**src/fbl_pkg.sv**
```systemverilog
// Package for the failure-count blocklist: table sizes, beat types, entry type.
// No dependencies.
`default_nettype none
package fbl_pkg;

   localparam int BAN_SLOTS   = 64;
   localparam int WATCH_SLOTS = 64;
   localparam int SLOT_MAX    = (BAN_SLOTS > WATCH_SLOTS) ? BAN_SLOTS : WATCH_SLOTS;
   localparam int POS_W       = $clog2(SLOT_MAX);

   localparam logic [2:0] KIND_FAIL  = 3'd0;
   localparam logic [2:0] KIND_QUERY = 3'd1;
   localparam logic [2:0] KIND_BAN   = 3'd2;
   localparam logic [2:0] KIND_UNBAN = 3'd3;
   localparam logic [2:0] KIND_SWEEP = 3'd4;

   localparam logic [1:0] REG_ENABLED  = 2'd0;
   localparam logic [1:0] REG_MAX      = 2'd1;
   localparam logic [1:0] REG_BAN_SEC  = 2'd2;
   localparam logic [1:0] REG_COOL_SEC = 2'd3;

   typedef struct packed {
      logic [2:0]  kind;
      logic [31:0] address;
      logic [31:0] now_seconds;
   } req_type;

   typedef struct packed {
      logic       allowed;
      logic       took_effect;
      logic [7:0] fail_count;
      logic       table_full;
   } rsp_type;

   // one table slot; the ban table uses stamp as expiry and ignores count
   typedef struct packed {
      logic        valid;
      logic [31:0] address;
      logic [7:0]  count;
      logic [31:0] stamp;
   } entry_type;

   typedef struct packed {
      logic        enabled;
      logic [7:0]  max_tries;
      logic [31:0] ban_seconds;
      logic [31:0] cooldown_seconds;
   } cfg_type;

   typedef struct packed {
      logic      ban_shift;
      logic      watch_shift;
      entry_type ban_wb;
      entry_type watch_wb;
   } ring_ctl_type;

endpackage
`default_nettype wire

```
**src/fbl_cell.sv**
```systemverilog
// One slot of a rotating table ring; takes its neighbour's entry on shift.
// Depends on fbl_pkg.
`default_nettype none
module fbl_cell (
   input  wire                  clock,
   input  wire                  reset,
   input  wire                  shift,
   input  fbl_pkg::entry_type   d,
   output fbl_pkg::entry_type   q
);
   import fbl_pkg::*;

   logic        valid_ff;
   logic [31:0] address_ff;
   logic [7:0]  count_ff;
   logic [31:0] stamp_ff;

   always_ff @(posedge clock) begin
      if (reset) begin
         valid_ff <= 1'b0;
      end else if (shift) begin
         valid_ff <= d.valid;
      end
   end

   always_ff @(posedge clock) begin
      if (shift) begin
         address_ff <= d.address;
         count_ff   <= d.count;
         stamp_ff   <= d.stamp;
      end
   end

   assign q = '{valid: valid_ff, address: address_ff, count: count_ff, stamp: stamp_ff};
endmodule
`default_nettype wire

```
**config.mk**
```make
export PLATFORM = sky130hd
export DESIGN_NAME = fbl_cell
export DESIGN_NICKNAME = d
export VERILOG_FILES = /design/src/fbl_pkg.sv /design/src/fbl_cell.sv
export SDC_FILE = /design/constraint.sdc
export NUM_CORES = 1
export LEC_CHECK = 0
export BUFFER_PORTS_ARGS = -buffer_cell sky130_fd_sc_hd__buf_2
export CAP_MARGIN = 20
export CELL_PAD_IN_SITES_DETAIL_PLACEMENT = 1
export CELL_PAD_IN_SITES_GLOBAL_PLACEMENT = 2
export CORE_AREA = 5 5 94 96
export DETAILED_ROUTE_END_ITERATION = 7
export DIE_AREA = 0 0 99 101
export PLACE_DENSITY = 0.84
export SLEW_MARGIN = 20
export SYNTH_ARGS = -nofsm -noshare
export SYNTH_HDL_FRONTEND = slang
export SYNTH_SLANG_ARGS = --single-unit
```
**constraint.sdc**
```tcl
create_clock -name clock -period 0.9 [get_ports clock]
set_clock_uncertainty 0.05 [all_clocks]
set_input_delay 0.135 -clock clock [delete_from_list [all_inputs] [get_ports clock]]
set_output_delay 0.135 -clock clock [all_outputs]
set_load 0.02 [all_outputs]
```
==> run metrics, run 1 <==
slowest CP cell=edfxtp_1; DRT antenna net count=0; switch share=between 20% and 30%; peak supply drop=approximately 1200 uV; site row count=33; post-CTS setup buffer count=0; Num CTS Buffers=9; setup TNS=-11.18 ns; Net Sw Power=around 2.0 mW; share of cells above drive strength 1=a little over half; Initial Util=between 20 and 30%; final instance area=approximately 4400 sq um; drt pass-1 iters=4; Worst Setup Start Kind=register; failing checks=negative setup slack; CTS tree=built; Mapped Cells=76; Routed wire per std cell=approximately 17 microns; clock sinks=73; CP arrival=around 0.9 ns; fillcell total=764; Power Internal=roughly 6.1 mW; worst skew pair latency=~0.33 ns; Final period util=121%; P per Cell Area=approximately 1800 nW/um^2; Syn-to-layout area delta=100%; Buf+Inv Stages, Crit Path=1; final weighted congestion in routability-driven placement=about 0.7; # nets final=between 300 and 400; ranking of synthesized cells by area=edfxtp_1, dfxtp_1, mux2i_1; mapped cell area=between 2000 and 2500 sq um; Synth warnings=0; Mean Syn Cell Area=roughly 29 sq um; DRT iter0 DRCs=56; Final Power=between 8 and 9 mW; outcome=finished, violations left; Via-to-Cell Ratio=about 4; grt ovf=0; unrepaired setup endpoints after global routing=yes; required time of the worst setup path=slightly above 0.7 ns; Post-Route WL=roughly 7.1 mm; max_cap viols=0; core area=7970 sq um; met1 usage=between 10% and 20%; first-pass GRT wire length=roughly 10 mm; initial antenna violation count=0; Area after DPL=roughly 3100 sq um; Synth area leader=edfxtp_1; area share of the largest cell type after synthesis=~100%; Reg clk slew, reported paths=roughly 0.08 ns; fmax=between 900 and 1000 MHz; endpoints failing setup=73; H-Tree Depth=3; Storage cell area=2180 sq um; CTS root buffer=clkbuf_8; CP Max Fanout=1; post-synth cell types=5; critical path endpoint category=output pin; met2 Use GR=between 20% and 30%; clock buffer depth=2; critical path's largest stage delay=approximately 0.41 ns; area of the multi-input gates=13.8 sq um; Global Route Usage Sum=approximately 14%; post-route setup slack=-0.189 ns; Final Slew Violations=0; Final Hold Viols=0; Syn Nets=~150; Post-route DRC=0; Worst-Margin Slew=about 0.18 ns; chip width=just under 100 microns; IO Count=roughly 150; slew margin rel.=around 88%; Worst Path Class, Setup=register to output pin; clock power share=31.6%; R2R Setup Slk=0.24 ns; Comb pwr share=16.9%; # diodes=0; post-synthesis sequential area ratio=99.0%; vias=between 1.5k and 2k; part of the power in registers=~52%; register bit total from synthesis=73; crit-path cells=buf_6; Leak Pwr=roughly 1.8 nW; number of global-route vias before repair=roughly 2.0k; Die H=101 microns; PortBufs=around 150; GR Util met3=5.54%; grt peak-use layer=met2; total die area=roughly 10000 sq um; Period minus WS final=1.09 ns; worst hold path type=input pin to register; largest net degree at the start of global routing=36; Crit path max-delay family=flip-flops
## final timing paths
path / startpoint / end / cells after the start
worst max-delay path: address_ff[19] / q[59] / 1
worst min-delay path: d[72] / valid_ff / 3
worst max register to register: valid_ff / valid_ff / 2
worst min register to register: valid_ff / valid_ff / 2
## power by group through the flow
stage | Combinational, mW | Sequential [mW] | Clock (mW)
floorplan | 0.0108 | 4.52 | 0
global placement | 0.864 | 4.16 | 0
detailed placement | 0.882 | 4.17 | 0
CTS | 1.25 | 4.12 | 2.63
global route | 1.42 | 4.18 | 2.79
finish | 1.36 | 4.15 | 2.54
## sequential cells by signal, summed over array words and instances, names as in the netlist
register,flops
address_ff,32
count_ff,8
stamp_ff,32
valid_ff,1
## area by class of cell
| type | instances | area share [%] |
|---|---|---|
| clock buffer | 9 | 2.81 |
| clock inverter | 7 | 1.76 |
| multi-input combinational | 2 | 0.312 |
| sequential | 73 | 49.4 |
| tap | 105 | 2.98 |
| timing repair buffer | 225 | 42.7 |
## Yosys cell counts
cell,count
buf_4,1
dfxtp_1,1
mux2i_1,1
nor2_1,1
edfxtp_1,72
## stage by stage
step	instances	utilization [%]	hold slack, ns	worst slack (ns)
floorplan	76	-	0.157	0.266
global placement	332	39.2	0.243	0.0330
detailed placement	332	39.2	0.249	0.00725
CTS	421	53.3	0.000779	-0.209
global route	421	55.4	0.0146	-0.238
finish	421	55.4	0.00721	-0.189
## placed cells by master (no fill, tap or decap)
cell,instances
inv_6,2
clkinvlp_4,4
edfxtp_1,72
buf_6,57
bufinv_16,1
dlygate4sd3_1,73
clkbuf_8,9
mux2i_1,1
nor2_1,1
buf_2,90
buf_12,2
dfxtp_2,1
buf_4,3
## kinds of logic after synthesis
family	share of synthesized area, %
flip-flops	99.0
multiplexers	0.454
AND/OR/NAND/NOR	0.170
buffers and inverters	0.341
## what timing repair did
action                                 CTS  global route
cloned                                   0             0
resized for setup                       61            54
hold buffers                            73             0
setup endpoints to repair               73            73
endpoints found under the hold margin   73             0
## tightest hold or removal path, stage by stage
cell and delay [ns]:
buf_2 0.08, mux2i_1 0.06, nor2_1 0.07
## layer usage
layer	wire length, microns	share of wire (%)
met2	4100	58
met4	132	1.9
met3	638	9.0
met5	0	0
met1	2210	31
Power figures use the tool's default switching activity.
==> inputs of run 2 (changes only) <==
==> constraint.sdc (replaced) <==
create_clock -name clock -period 0.9 [get_ports clock]
set_clock_uncertainty 0.05 [all_clocks]
set_input_delay 0.135 -clock clock [delete_from_list [all_inputs] [get_ports clock]]
set_output_delay 0.135 -clock clock [all_outputs]
set_load 0.005 [all_outputs]
==> run metrics, run 2 (synthesis gave the netlist of run 1 again) <==
outcome=finished, violations left; failing checks=negative setup slack; crit-path cells=buf_2; origin of the critical flop-to-flop path=valid_ff; Reg2Reg Depth=2 (unchanged); Syn-to-layout area delta=85.5%; number of global-route vias before repair=1963 (-1.0%); Global Route Usage Sum=13.4% (-0.75 points); Hold Crit Start=shift; CTS tree=built; slowest CP cell=edfxtp_1; CP Max Fanout=1 (unchanged); unrepaired setup endpoints after global routing=yes; Die H=101 microns (unchanged); DRT antenna net count=0 (unchanged); core area=7970 sq um (unchanged); post-layout util=51.3% (-4.1 points); area of the multi-input gates=13.8 sq um (unchanged); share of cells above drive strength 1=53.2% (-0.32 points); endpoints failing setup=73 (unchanged); fmax=949 MHz (+3.3%); post-CTS setup buffer count=0 (unchanged); Largest regs=address_ff: 32 flops, stamp_ff: 32 flops, count_ff: 8 flops; PortBufs=148 (unchanged); peak supply drop=752 uV (-38%); DRT iter0 DRCs=50 (-11%); Final Hold Viols=0 (unchanged); R2R Setup Slk=0.24 ns (about the same); chip width=99 microns (unchanged); most frequent cells in the layout=buf_2, dlygate4sd3_1, edfxtp_1; clock buffer depth=2 (unchanged); post-detail-place hpwl=about 4.6 mm; Worst-Margin Slew=0.186 ns (+0.00324 ns); Post-Route WL=6.54 mm (-7.6%); max_cap viols=0 (unchanged); P per Cell Area=1870 nW/um^2 (+2.8%); Num CTS Buffers=9 (unchanged); Buf+Inv Stages, Crit Path=1 (unchanged); Period minus WS final=1.05 ns (-0.0345 ns); Worst Setup Start Kind=register; largest net degree at the start of global routing=33 (-8.3%); CP arrival=0.87 ns (-0.03 ns); grt ovf=0 (unchanged); WHS Endpoint=stamp_ff[5]; Via-to-Cell Ratio=3.91 (-2.4%); slew margin rel.=87.6% (-0.22 points); Crit path max-delay family=flip-flops; required time of the worst setup path=0.71 ns (about the same); final weighted congestion in routability-driven placement=0.711 (-0.67%); Final Slew Violations=0 (unchanged); IO Count=149 (unchanged); initial antenna violation count=1 (+1); worst hold path type=input pin to register; Hold Path Cell Cnt=2 (-1); critical path's largest stage delay=0.39 ns (-0.02 ns); vias=1649 (-2.2%); worst r2r dst=valid_ff; Placed Cells=331 (-0.30%); total die area=10000 sq um (unchanged); Post-route DRC=0 (unchanged); # nets final=387 (unchanged); H-Tree Depth=3 (unchanged); CTS root buffer=clkbuf_8; fillcell total=812 (+6.3%); Reg clk slew, reported paths=0.08 ns (about the same); Routed wire per std cell=15.5 microns (-7.8%); first-pass GRT wire length=9.89 mm (-4.3%); Final Non-Filler Cells=422 (+0.24%); Storage cell area=2180 sq um (unchanged); clock sinks=73 (unchanged); most common cell after layout, fill and taps aside=buf_2; worst skew pair latency=0.33 ns (about the same); critical path endpoint category=output pin; Worst Path Class, Setup=register to output pin; Final period util=117% (-3.8 points); post-route setup slack=-0.154 ns (+0.0345 ns); Leak Pwr=1.75 nW (-5.3%); drt pass-1 iters=4 (unchanged); Initial Util=27.6% (unchanged); site row count=33 (unchanged)
-- run 2: changes by cell type in the layout (fill, tap and decap cells not counted) --
| cell | delta |
|---|---|
| buf_2 | +56 |
| buf_4 | -1 |
| buf_6 | -56 |
| bufinv_16 | +1 |
| clkinv_2 | +2 |
| clkinv_4 | +2 |
| clkinvlp_4 | -3 |
| diode_2 | +1 |
| dlygate4sd3_1 | +1 |
| inv_6 | -2 |
-- run 2: metrics by stage --
step	power [mW]	cell area, sq um	TNS (ns)	setup slack, ns	hold slack [ns]
final	7.66	4090	-8.39	-0.154	0.208
after floorplan	4.22	2200	0	0.300	0.157
after global routing	8.02	4090	-12.52	-0.224	0.199
after detailed placement	4.74	3120	0	0.00745	0.254
after CTS	7.78	4080	-10.48	-0.193	0.195
after global placement	4.71	3120	0	0.0312	0.245
-- run 2: power breakdown --
part	switching, mW	internal (mW)	total, mW
sequential	0.0665	4.03	4.09
clock	1.19	1.56	2.75
combinational	0.310	0.511	0.821
total	1.56	6.10	7.66
-- run 2: repair_timing --
item | CTS | global route
resized for setup | 1 | 1
endpoints found under the setup margin | 73 | 73
hold endpoints to repair | 73 | 0
hold buffers | 74 | 0
cloned | 0 | 0
-- run 2: how the worst max path moves through the flow --
stage | startpoint | to | cells after the start
final | stamp_ff[25] | q[25] | 1
after CTS | stamp_ff[25] | q[25] | 1
after global routing | stamp_ff[25] | q[25] | 1
after detailed placement | shift | valid_ff | 4
after global placement | shift | valid_ff | 4
after floorplan | valid_ff | valid_ff | 2
-- run 2: per-layer routing --
metal  global-route usage (%)  part of all wire [%]
met5                        0                     0
met4                     5.46                   1.2
met3                     5.05                   9.0
met2                     25.8                    56
met1                     12.5                    33
-- run 2: final cells by class --
| class | instances | area share [%] |
|---|---|---|
| Timing Repair Buffer | 225 | 37.6 |
| Clock inverter | 7 | 2.33 |
| Multi-Input combinational cell | 2 | 0.337 |
| Antenna cell | 1 | 0.0612 |
| Tap cell | 105 | 3.21 |
| Sequential cell | 73 | 53.4 |
| Clock buffer | 9 | 3.03 |
