### src/fbl_pkg.sv
// Package for the failure-count blocklist: table sizes, beat types, entry type.
// No dependencies.
`default_nettype none
package fbl_pkg;

   localparam int BAN_SLOTS   = 64;
   localparam int WATCH_SLOTS = 64;
   localparam int SLOT_MAX    = (BAN_SLOTS > WATCH_SLOTS) ? BAN_SLOTS : WATCH_SLOTS;
   localparam int POS_W       = $clog2(SLOT_MAX);

   localparam logic [2:0] KIND_FAIL  = 3'd0;
   localparam logic [2:0] KIND_QUERY = 3'd1;
   localparam logic [2:0] KIND_BAN   = 3'd2;
   localparam logic [2:0] KIND_UNBAN = 3'd3;
   localparam logic [2:0] KIND_SWEEP = 3'd4;

   localparam logic [1:0] REG_ENABLED  = 2'd0;
   localparam logic [1:0] REG_MAX      = 2'd1;
   localparam logic [1:0] REG_BAN_SEC  = 2'd2;
   localparam logic [1:0] REG_COOL_SEC = 2'd3;

   typedef struct packed {
      logic [2:0]  kind;
      logic [31:0] address;
      logic [31:0] now_seconds;
   } req_type;

   typedef struct packed {
      logic       allowed;
      logic       took_effect;
      logic [7:0] fail_count;
      logic       table_full;
   } rsp_type;

   // one table slot; the ban table uses stamp as expiry and ignores count
   typedef struct packed {
      logic        valid;
      logic [31:0] address;
      logic [7:0]  count;
      logic [31:0] stamp;
   } entry_type;

   typedef struct packed {
      logic        enabled;
      logic [7:0]  max_tries;
      logic [31:0] ban_seconds;
      logic [31:0] cooldown_seconds;
   } cfg_type;

   typedef struct packed {
      logic      ban_shift;
      logic      watch_shift;
      entry_type ban_wb;
      entry_type watch_wb;
   } ring_ctl_type;

endpackage
`default_nettype wire

### src/fbl_ctrl.sv
// Sequencer: scans both rings for one lap, decides, then rewrites on a second lap.
// Depends on fbl_pkg.
`default_nettype none
module fbl_ctrl (
   input  wire                    clock,
   input  wire                    reset,
   input  wire                    req_valid,
   output logic                   req_ready,
   input  fbl_pkg::req_type       req_data,
   output logic                   rsp_valid,
   input  wire                    rsp_ready,
   output fbl_pkg::rsp_type       rsp_data,
   input  fbl_pkg::cfg_type       cfg,
   input  fbl_pkg::entry_type     ban_head,
   input  fbl_pkg::entry_type     watch_head,
   output fbl_pkg::ring_ctl_type  ring
);
   import fbl_pkg::*;

   typedef enum logic [4:0] {
      ST_IDLE   = 5'b00001,
      ST_SCAN   = 5'b00010,
      ST_DECIDE = 5'b00100,
      ST_APPLY  = 5'b01000,
      ST_FINISH = 5'b10000
   } state_type;

   localparam logic [POS_W:0]   BAN_LIM   = (POS_W+1)'(BAN_SLOTS);
   localparam logic [POS_W:0]   WATCH_LIM = (POS_W+1)'(WATCH_SLOTS);
   localparam logic [POS_W-1:0] POS_LAST  = POS_W'(SLOT_MAX - 1);
   localparam logic [POS_W-1:0] BAN_LAST  = POS_W'(BAN_SLOTS - 1);
   localparam logic [POS_W-1:0] WATCH_LAST = POS_W'(WATCH_SLOTS - 1);

   state_type state_ff, state_in;
   logic [POS_W-1:0] pos_ff, pos_in;
   req_type item_ff;
   logic [POS_W-1:0] sw_all_ff, sw_ban_ff, sw_watch_ff;

   logic wfound_ff, wfree_ok_ff, bfound_ff, bfree_ok_ff;
   logic [POS_W-1:0] widx_ff, wfree_ff, bidx_ff, bfree_ff;
   logic [7:0] wcnt_ff;

   logic bwr_ff, wwr_ff, took_ff, full_ff, banned_ff;
   logic [POS_W-1:0] btgt_ff, wtgt_ff;
   entry_type bnew_ff, wnew_ff;
   logic [7:0] cnt_ff;

   logic rsp_valid_ff;
   rsp_type rsp_ff;

   logic in_ban, in_watch, scanning, applying;

   // decision terms
   logic d_bwr, d_wwr, d_took, d_full, d_banned;
   logic [POS_W-1:0] d_btgt, d_wtgt;
   entry_type d_bnew, d_wnew;
   logic [7:0] d_cnt, next_cnt;
   logic [32:0] exp_sum;
   logic [31:0] expiry;
   logic want_ban, wact;

   logic sweep_ban_hit, sweep_watch_due;
   logic [32:0] due_sum;

   assign scanning = (state_ff == ST_SCAN);
   assign applying = (state_ff == ST_APPLY);
   assign in_ban   = {1'b0, pos_ff} < BAN_LIM;
   assign in_watch = {1'b0, pos_ff} < WATCH_LIM;

   always_comb begin
      state_in = state_ff;
      pos_in   = pos_ff;
      case (state_ff)
         ST_IDLE: begin
            if (req_valid) state_in = ST_SCAN;
            pos_in = '0;
         end
         ST_SCAN: begin
            pos_in = pos_ff + 1'b1;
            if (pos_ff == POS_LAST) begin
               state_in = ST_DECIDE;
               pos_in   = '0;
            end
         end
         ST_DECIDE: state_in = ST_APPLY;
         ST_APPLY: begin
            pos_in = pos_ff + 1'b1;
            if (pos_ff == POS_LAST) begin
               state_in = ST_FINISH;
               pos_in   = '0;
            end
         end
         ST_FINISH: begin
            if (!rsp_valid_ff || rsp_ready) state_in = ST_IDLE;
         end
         default: state_in = ST_IDLE;
      endcase
   end

   always_ff @(posedge clock) begin
      if (reset) begin
         state_ff <= ST_IDLE;
         pos_ff   <= '0;
      end else begin
         state_ff <= state_in;
         pos_ff   <= pos_in;
      end
   end

   always_ff @(posedge clock) begin
      if (state_ff == ST_IDLE && req_valid) item_ff <= req_data;
   end

   // first lap: note matches and lowest free slots as they pass the head
   always_ff @(posedge clock) begin
      if (state_ff == ST_IDLE) begin
         wfound_ff   <= 1'b0;
         wfree_ok_ff <= 1'b0;
         bfound_ff   <= 1'b0;
         bfree_ok_ff <= 1'b0;
      end else if (scanning) begin
         if (in_watch) begin
            if (watch_head.valid && watch_head.address == item_ff.address && !wfound_ff) begin
               wfound_ff <= 1'b1;
               widx_ff   <= pos_ff;
               wcnt_ff   <= watch_head.count;
            end
            if (!watch_head.valid && !wfree_ok_ff) begin
               wfree_ok_ff <= 1'b1;
               wfree_ff    <= pos_ff;
            end
         end
         if (in_ban) begin
            if (ban_head.valid && ban_head.address == item_ff.address && !bfound_ff) begin
               bfound_ff <= 1'b1;
               bidx_ff   <= pos_ff;
            end
            if (!ban_head.valid && !bfree_ok_ff) begin
               bfree_ok_ff <= 1'b1;
               bfree_ff    <= pos_ff;
            end
         end
      end
   end

   always_comb begin
      exp_sum  = {1'b0, item_ff.now_seconds} + {1'b0, cfg.ban_seconds};
      expiry   = exp_sum[32] ? 32'hFFFF_FFFF : exp_sum[31:0];
      next_cnt = wfound_ff ? ((wcnt_ff == 8'hFF) ? 8'hFF : wcnt_ff + 8'd1) : 8'd1;
      d_bwr    = 1'b0;
      d_wwr    = 1'b0;
      d_took   = 1'b0;
      d_full   = 1'b0;
      d_cnt    = 8'd0;
      d_btgt   = bfree_ff;
      d_wtgt   = wfound_ff ? widx_ff : wfree_ff;
      d_bnew   = '{valid: 1'b1, address: item_ff.address, count: 8'd0, stamp: expiry};
      d_wnew   = '{valid: 1'b1, address: item_ff.address, count: next_cnt,
                   stamp: item_ff.now_seconds};
      want_ban = 1'b0;
      wact     = 1'b0;
      case (item_ff.kind)
         KIND_FAIL: begin
            if (cfg.enabled) begin
               wact = wfound_ff || wfree_ok_ff;
               if (!wact) d_full = 1'b1;
               else begin
                  d_wwr = 1'b1;
                  d_cnt = next_cnt;
                  if (next_cnt >= cfg.max_tries) begin
                     d_wnew.valid = 1'b0;
                     want_ban     = 1'b1;
                  end
               end
            end
         end
         KIND_BAN: want_ban = 1'b1;
         KIND_UNBAN: begin
            d_btgt       = bidx_ff;
            d_bnew.valid = 1'b0;
            d_bwr        = bfound_ff;
            d_took       = bfound_ff;
         end
         default: ;
      endcase
      if (want_ban && !bfound_ff) begin
         if (bfree_ok_ff) begin
            d_bwr  = 1'b1;
            d_took = 1'b1;
         end else begin
            d_full = 1'b1;
         end
      end
      d_banned = (item_ff.kind == KIND_UNBAN) ? 1'b0 : (bfound_ff || (want_ban && d_bwr));
   end

   // second lap: write back the head, changed where this item touches it
   always_comb begin
      due_sum         = {1'b0, watch_head.stamp} + {1'b0, cfg.cooldown_seconds};
      sweep_ban_hit   = applying && item_ff.kind == KIND_SWEEP && pos_ff == sw_ban_ff
                        && ban_head.valid && ban_head.stamp <= item_ff.now_seconds;
      sweep_watch_due = applying && item_ff.kind == KIND_SWEEP && pos_ff == sw_watch_ff
                        && watch_head.valid && due_sum <= {1'b0, item_ff.now_seconds};
      ring.ban_shift   = (scanning || applying) && in_ban;
      ring.watch_shift = (scanning || applying) && in_watch;
      ring.ban_wb      = ban_head;
      ring.watch_wb    = watch_head;
      if (applying && bwr_ff && pos_ff == btgt_ff) ring.ban_wb = bnew_ff;
      if (sweep_ban_hit) ring.ban_wb.valid = 1'b0;
      if (applying && wwr_ff && pos_ff == wtgt_ff) ring.watch_wb = wnew_ff;
      if (sweep_watch_due) begin
         if (watch_head.count > 8'd1) begin
            ring.watch_wb.count = watch_head.count - 8'd1;
            ring.watch_wb.stamp = item_ff.now_seconds;
         end else begin
            ring.watch_wb.valid = 1'b0;
         end
      end
   end

   always_ff @(posedge clock) begin
      if (state_ff == ST_DECIDE) begin
         bwr_ff    <= d_bwr;
         wwr_ff    <= d_wwr;
         btgt_ff   <= d_btgt;
         wtgt_ff   <= d_wtgt;
         bnew_ff   <= d_bnew;
         wnew_ff   <= d_wnew;
         took_ff   <= d_took;
         full_ff   <= d_full;
         cnt_ff    <= d_cnt;
         banned_ff <= d_banned;
      end else if (sweep_ban_hit || (sweep_watch_due && watch_head.count <= 8'd1)) begin
         took_ff <= 1'b1;
      end
   end

   always_ff @(posedge clock) begin
      if (reset) begin
         sw_all_ff   <= '0;
         sw_ban_ff   <= '0;
         sw_watch_ff <= '0;
      end else if (applying && pos_ff == POS_LAST && item_ff.kind == KIND_SWEEP) begin
         if (sw_all_ff == POS_LAST) begin
            sw_all_ff   <= '0;
            sw_ban_ff   <= '0;
            sw_watch_ff <= '0;
         end else begin
            sw_all_ff   <= sw_all_ff + 1'b1;
            sw_ban_ff   <= (sw_ban_ff == BAN_LAST) ? '0 : sw_ban_ff + 1'b1;
            sw_watch_ff <= (sw_watch_ff == WATCH_LAST) ? '0 : sw_watch_ff + 1'b1;
         end
      end
   end

   // result register: the next item may start while this beat waits
   always_ff @(posedge clock) begin
      if (reset) begin
         rsp_valid_ff <= 1'b0;
      end else if (state_ff == ST_FINISH && (!rsp_valid_ff || rsp_ready)) begin
         rsp_valid_ff <= 1'b1;
      end else if (rsp_ready) begin
         rsp_valid_ff <= 1'b0;
      end
   end

   always_ff @(posedge clock) begin
      if (state_ff == ST_FINISH && (!rsp_valid_ff || rsp_ready)) begin
         rsp_ff.allowed     <= (item_ff.kind == KIND_SWEEP) || !cfg.enabled || !banned_ff;
         rsp_ff.took_effect <= took_ff;
         rsp_ff.fail_count  <= cnt_ff;
         rsp_ff.table_full  <= full_ff;
      end
   end

   assign req_ready = (state_ff == ST_IDLE);
   assign rsp_valid = rsp_valid_ff;
   assign rsp_data  = rsp_ff;
endmodule
`default_nettype wire

### config.mk
export PLATFORM = sky130hd
export DESIGN_NAME = fbl_ctrl
export DESIGN_NICKNAME = d
export VERILOG_FILES = /design/src/fbl_pkg.sv /design/src/fbl_ctrl.sv
export SDC_FILE = /design/constraint.sdc
export NUM_CORES = 1
export LEC_CHECK = 0
export BUFFER_PORTS_ARGS = -buffer_cell sky130_fd_sc_hd__buf_2
export CAP_MARGIN = 25
export CELL_PAD_IN_SITES_DETAIL_PLACEMENT = 0
export CELL_PAD_IN_SITES_GLOBAL_PLACEMENT = 2
export CORE_ASPECT_RATIO = 0.75
export CORE_MARGIN = 2
export CORE_UTILIZATION = 31
export CTS_CLUSTER_SIZE = 14
export DETAILED_ROUTE_END_ITERATION = 10
export HOLD_SLACK_MARGIN = 0.06
export PLACE_DENSITY = 0.86
export SYNTH_ARGS = -nofsm -noshare
export SYNTH_HDL_FRONTEND = slang
export SYNTH_SLANG_ARGS = --single-unit
### constraint.sdc
create_clock -name clock -period 8.5 [get_ports clock]
set_input_delay 2.125 -clock clock [delete_from_list [all_inputs] [get_ports clock]]
set_output_delay 2.125 -clock clock [all_outputs]
set_load 0.005 [all_outputs]
==> flow_results.xml <==
<?xml version="1.0" encoding="UTF-8"?>
<metrics>
  <group name="run_status">
    <metric name="result_of_the_run" unit="">finished, violations left</metric>
    <metric name="failed_checks" unit="">setup timing</metric>
  </group>
  <group name="yosys">
    <metric name="synth.area.top_cells" unit="">sky130_fd_sc_hd__edfxtp_1 41%, sky130_fd_sc_hd__ha_1 10%, sky130_fd_sc_hd__mux2_2 6.5%</metric>
    <metric name="avgSynthCellArea" unit="µm²">10.9</metric>
    <metric name="synth_top_area_cell" unit="">sky130_fd_sc_hd__edfxtp_1</metric>
    <metric name="asyncSetResetFlopFracSynth" unit="%">0</metric>
    <metric name="yosysUniqueCellTypes" unit="">69</metric>
    <metric name="synth.cell_area" unit="µm²">17500</metric>
    <metric name="synth_enable_flop_cells" unit="">241</metric>
    <metric name="yosysSeqAreaShare" unit="%">45.3</metric>
    <metric name="dominantRegCellSynth" unit="">sky130_fd_sc_hd__edfxtp_1</metric>
    <metric name="synth_fp_nets" unit="">2040</metric>
    <metric name="synthDominantCellAreaShare" unit="%">41.4</metric>
    <metric name="synthCells" unit="">1605</metric>
    <metric name="ys_ff_latch" unit="">275</metric>
    <metric name="yosys_warnings" unit="">0</metric>
  </group>
  <group name="timing">
    <metric name="timing.final.setup_violations" unit="">40</metric>
    <metric name="post-route-period-util" unit="%">104</metric>
    <metric name="timing.final.ws_setup" unit="ns">-0.376</metric>
    <metric name="max_freq" unit="GHz">0.113</metric>
    <metric name="fin_crit" unit="ns">8.88</metric>
    <metric name="timing.max_slew.rel_slack" unit="%">36.2</metric>
    <metric name="worstMarginPinSlew" unit="ns">0.950</metric>
    <metric name="setup_repair_after_global_routing_missed_its_margin" unit="">yes</metric>
    <metric name="timing.final.hold_violations" unit="">0</metric>
    <metric name="drv_slew" unit="">0</metric>
    <metric name="fin_skew" unit="ns">0.0172</metric>
  </group>
  <group name="route">
    <metric name="top_layer" unit="">met5</metric>
    <metric name="m1WireLength" unit="µm">29400</metric>
    <metric name="antenna_left" unit="">0</metric>
    <metric name="vias_per_cell" unit="">5.08</metric>
    <metric name="wirelength" unit="µm">65400</metric>
    <metric name="routedWlPerCell" unit="µm">22.2</metric>
    <metric name="wl_met2" unit="µm">29800</metric>
    <metric name="drtPass1Iterations" unit="">5</metric>
    <metric name="met3_wirelength" unit="µm">4470</metric>
    <metric name="vias" unit="">15000</metric>
    <metric name="drt_drc_violations_left" unit="">0</metric>
    <metric name="detailedRoute.firstIterationViolations" unit="">965</metric>
  </group>
  <group name="power_and_ir_drop">
    <metric name="peakVddDrop" unit="mV">0.142</metric>
    <metric name="ratio_of_total_power_to_cell_area" unit="nW/µm²">175</metric>
    <metric name="seq_pwr_share" unit="%">40.2</metric>
    <metric name="combinationalPowerShare" unit="%">26.5</metric>
    <metric name="share_clk_of_total_power" unit="%">33.3</metric>
    <metric name="switchingPower" unit="mW">1.28</metric>
    <metric name="static-leakage-power" unit="nW">9.56</metric>
    <metric name="p_int" unit="mW">2.83</metric>
    <metric name="power.share.switching" unit="%">31.2</metric>
  </group>
  <group name="place">
    <metric name="dp_hpwl" unit="µm">50600</metric>
    <metric name="pre_cts_slack" unit="ns">-0.797</metric>
    <metric name="numPortBuffers" unit="">450</metric>
    <metric name="placed_cells_incl_taps" unit="">2864</metric>
    <metric name="gpl.final_weighted_congestion" unit="">0.884</metric>
  </group>
  <group name="floorplanning">
    <metric name="floorplan_core_area" unit="µm²">55800</metric>
    <metric name="die_outline_area" unit="µm²">58300</metric>
    <metric name="io_pins" unit="">451</metric>
    <metric name="die_span_y" unit="µm">210</metric>
    <metric name="floorplan.initialDensity" unit="%">31.3</metric>
    <metric name="fp.dieW" unit="µm">278</metric>
    <metric name="fp-row-count" unit="">75</metric>
  </group>
  <group name="global_route">
    <metric name="grt_pass1_vias" unit="">15200</metric>
    <metric name="antenna_found_initial" unit="">12</metric>
    <metric name="grt_util_all_layers" unit="%">21.8</metric>
    <metric name="first_pass_grt_wire_length" unit="µm">95500</metric>
    <metric name="grt-ovfl-total" unit="">0</metric>
    <metric name="grt_max_degree" unit="">55</metric>
  </group>
  <group name="clock_tree">
    <metric name="clock_sink_count" unit="">275</metric>
    <metric name="cts_tree" unit="">built</metric>
    <metric name="worstSkewPairLatency" unit="ns">0.59</metric>
    <metric name="ctsRootBufferMaster" unit="">sky130_fd_sc_hd__clkbuf_16</metric>
    <metric name="cts_hold_repair.buffers" unit="">0</metric>
    <metric name="htree_num_levels" unit="">1</metric>
    <metric name="cts_buffers" unit="">31</metric>
    <metric name="clkSlewWorstSetupHoldPaths" unit="ns">0.06</metric>
    <metric name="clock_path_buffers" unit="">3</metric>
  </group>
  <group name="layout">
    <metric name="final-instance-count-excl-fill" unit="">2951</metric>
    <metric name="post_route_cells_drive_above_1_share" unit="%">39.7</metric>
    <metric name="areaGrowthSynthToFinish" unit="%">34.0</metric>
    <metric name="finalNetCount" unit="">2623</metric>
  </group>
  <group name="worst_setup_path">
    <metric name="critical_path.n_buffers_inverters" unit="">8</metric>
    <metric name="cp_top_family" unit="">compound AO/OA/AOI/OAI gates</metric>
    <metric name="worst_ep_required_time" unit="ns">6.38</metric>
    <metric name="critical_path.slowest_cell" unit="">sky130_fd_sc_hd__or3_4</metric>
    <metric name="critPathLaunchType" unit="">primary input</metric>
    <metric name="timing.critical_path.to_type" unit="">output port</metric>
    <metric name="path_class" unit="">primary input to output port</metric>
    <metric name="path_max_fanout" unit="">6</metric>
    <metric name="worst_path_most_repeated_cell" unit="">sky130_fd_sc_hd__buf_4</metric>
    <metric name="critPathArrivalTime" unit="ns">6.75</metric>
    <metric name="critPathMaxStageDelay" unit="ns">0.45</metric>
  </group>
  <group name="job">
    <metric name="maxCapViolations" unit="">0</metric>
  </group>
  <group name="worst_hold_path">
    <metric name="min_path_type" unit="">flop to flop</metric>
  </group>
</metrics>
cell families after synthesis:
logic type	synth area share, %
mux	8.69
fa+ha+maj	10.5
compound gates	12.3
buf+inv	2.92
simple gates	12.8
flops	45.3
xor+xnor	7.52
cell type report:
class                           instances  area, µm²
Timing Repair Buffer                  590       3590
Clock inverter                         14        134
Fill cell                            5457      32400
Tap cell                              731        915
Inverter                               80        300
Multi-Input combinational cell       1210       9660
Sequential cell                       275       7920
Antenna cell                            8       20.0
Clock buffer                           43        881
cells in the final DEF, fill, tap and decap left out, drive strengths merged, types with 5 or more instances in the layout:
cell,instances
diode,8
clkinv,9
a21o,38
a31oi,9
o31ai,6
or3,7
nand2,113
o21a,13
clkbuf,43
mux2,101
and4,5
a21oi,122
nand3b,5
edfxtp,241
and3,11
o21ai,64
o211ai,10
nor2b,16
mux2i,38
buf,590
ha,143
nor4,10
nand4,41
nand2b,17
o21bai,18
a211oi,12
dfxtp,34
xnor2,115
nand3,42
inv,83
xor2,35
nor3,32
nor2,131
and2,5
metal layers:
| metal | track usage, % | vias up |
|---|---|---|
| met5 | 0 | - |
| met4 | 6.80 | 2 |
| met3 | 4.68 | 85 |
| met2 | 34.6 | 556 |
| met1 | 29.6 | 7226 |
| li1 | - | 7127 |
state kept, by name (all words and copies together), names as in the netlist, 3 cells and up:
register	cells
wfree_ff	6
item_ff	3
state_ff	5
cnt_ff	8
sw_all_ff	6
widx_ff	6
wnew_ff	73
sw_ban_ff	6
wcnt_ff	8
bidx_ff	6
pos_ff	6
sw_watch_ff	6
bfree_ff	6
wtgt_ff	6
rsp_data	11
d_wnew	32
d_bnew	32
bnew_ff	33
btgt_ff	6
final timing paths:
kind | start | endpoint | slack, ns | cells after the start
min reg2reg | cnt_ff[7] | rsp_data[8] | 0.42 | 0
min | cnt_ff[7] | rsp_data[8] | 0.42 | 0
max | watch_head[8] | ring[2] | -0.38 | 26
max reg2reg | d_wnew[0] | bnew_ff[30] | 4.16 | 13
through the flow:
| step | hold WS (ns) | util [%] | area [µm²] | setup TNS, ns | total power [mW] |
|---|---|---|---|---|---|
| finish | 0.418 | 41.9 | 23400 | -13.14 | 4.11 |
| global route | 0.432 | 41.9 | 23400 | -23.07 | 4.31 |
| CTS | 0.419 | 41.1 | 22900 | -16.57 | 4.11 |
| detailed placement | 0.405 | 38.2 | 21400 | -28.43 | 2.70 |
| global placement | 0.407 | 38.2 | 21400 | -24.81 | 2.68 |
| floorplan | 0.400 | - | 17500 | 0 | 2.24 |
power groups by stage:
stage	combinational (mW)	sequential, mW	clock [mW]
after CTS	1.06	1.65	1.40
after detailed placement	1.03	1.67	0
after global routing	1.20	1.66	1.46
after global placement	1.01	1.67	0
final	1.09	1.65	1.37
after floorplan	0.595	1.64	0
timing repair:
action / 4_1_cts / 5_1_grt
gates cloned: 4 / 0
buffers inserted: 14 / 6
pin swaps: 30 / 46
setup endpoints to repair: 41 / 41
gates resized for setup: 90 / 71
synthesized netlist by cell type, types with 7 or more instances:
master,instances
sky130_fd_sc_hd__o21ai_0,62
sky130_fd_sc_hd__a21oi_2,33
sky130_fd_sc_hd__o21a_1,13
sky130_fd_sc_hd__a211oi_1,12
sky130_fd_sc_hd__and3_1,11
sky130_fd_sc_hd__nor2_2,28
sky130_fd_sc_hd__or3_1,7
sky130_fd_sc_hd__nand2_1,113
sky130_fd_sc_hd__buf_6,7
sky130_fd_sc_hd__a21oi_1,89
sky130_fd_sc_hd__nor2b_1,16
sky130_fd_sc_hd__o21bai_1,18
sky130_fd_sc_hd__nand3_1,42
sky130_fd_sc_hd__nor4_1,10
sky130_fd_sc_hd__edfxtp_1,241
sky130_fd_sc_hd__xor2_1,35
sky130_fd_sc_hd__nand2b_1,17
sky130_fd_sc_hd__ha_1,143
sky130_fd_sc_hd__dfxtp_1,34
sky130_fd_sc_hd__mux2_2,101
sky130_fd_sc_hd__inv_1,80
sky130_fd_sc_hd__clkbuf_1,28
sky130_fd_sc_hd__xnor2_1,115
sky130_fd_sc_hd__o211ai_1,10
sky130_fd_sc_hd__a21o_1,38
sky130_fd_sc_hd__nand4_1,41
sky130_fd_sc_hd__mux2i_1,38
sky130_fd_sc_hd__a31oi_1,9
sky130_fd_sc_hd__nor2_1,103
sky130_fd_sc_hd__nor3_1,32
Note: power is estimated with default switching activity, not from simulation.
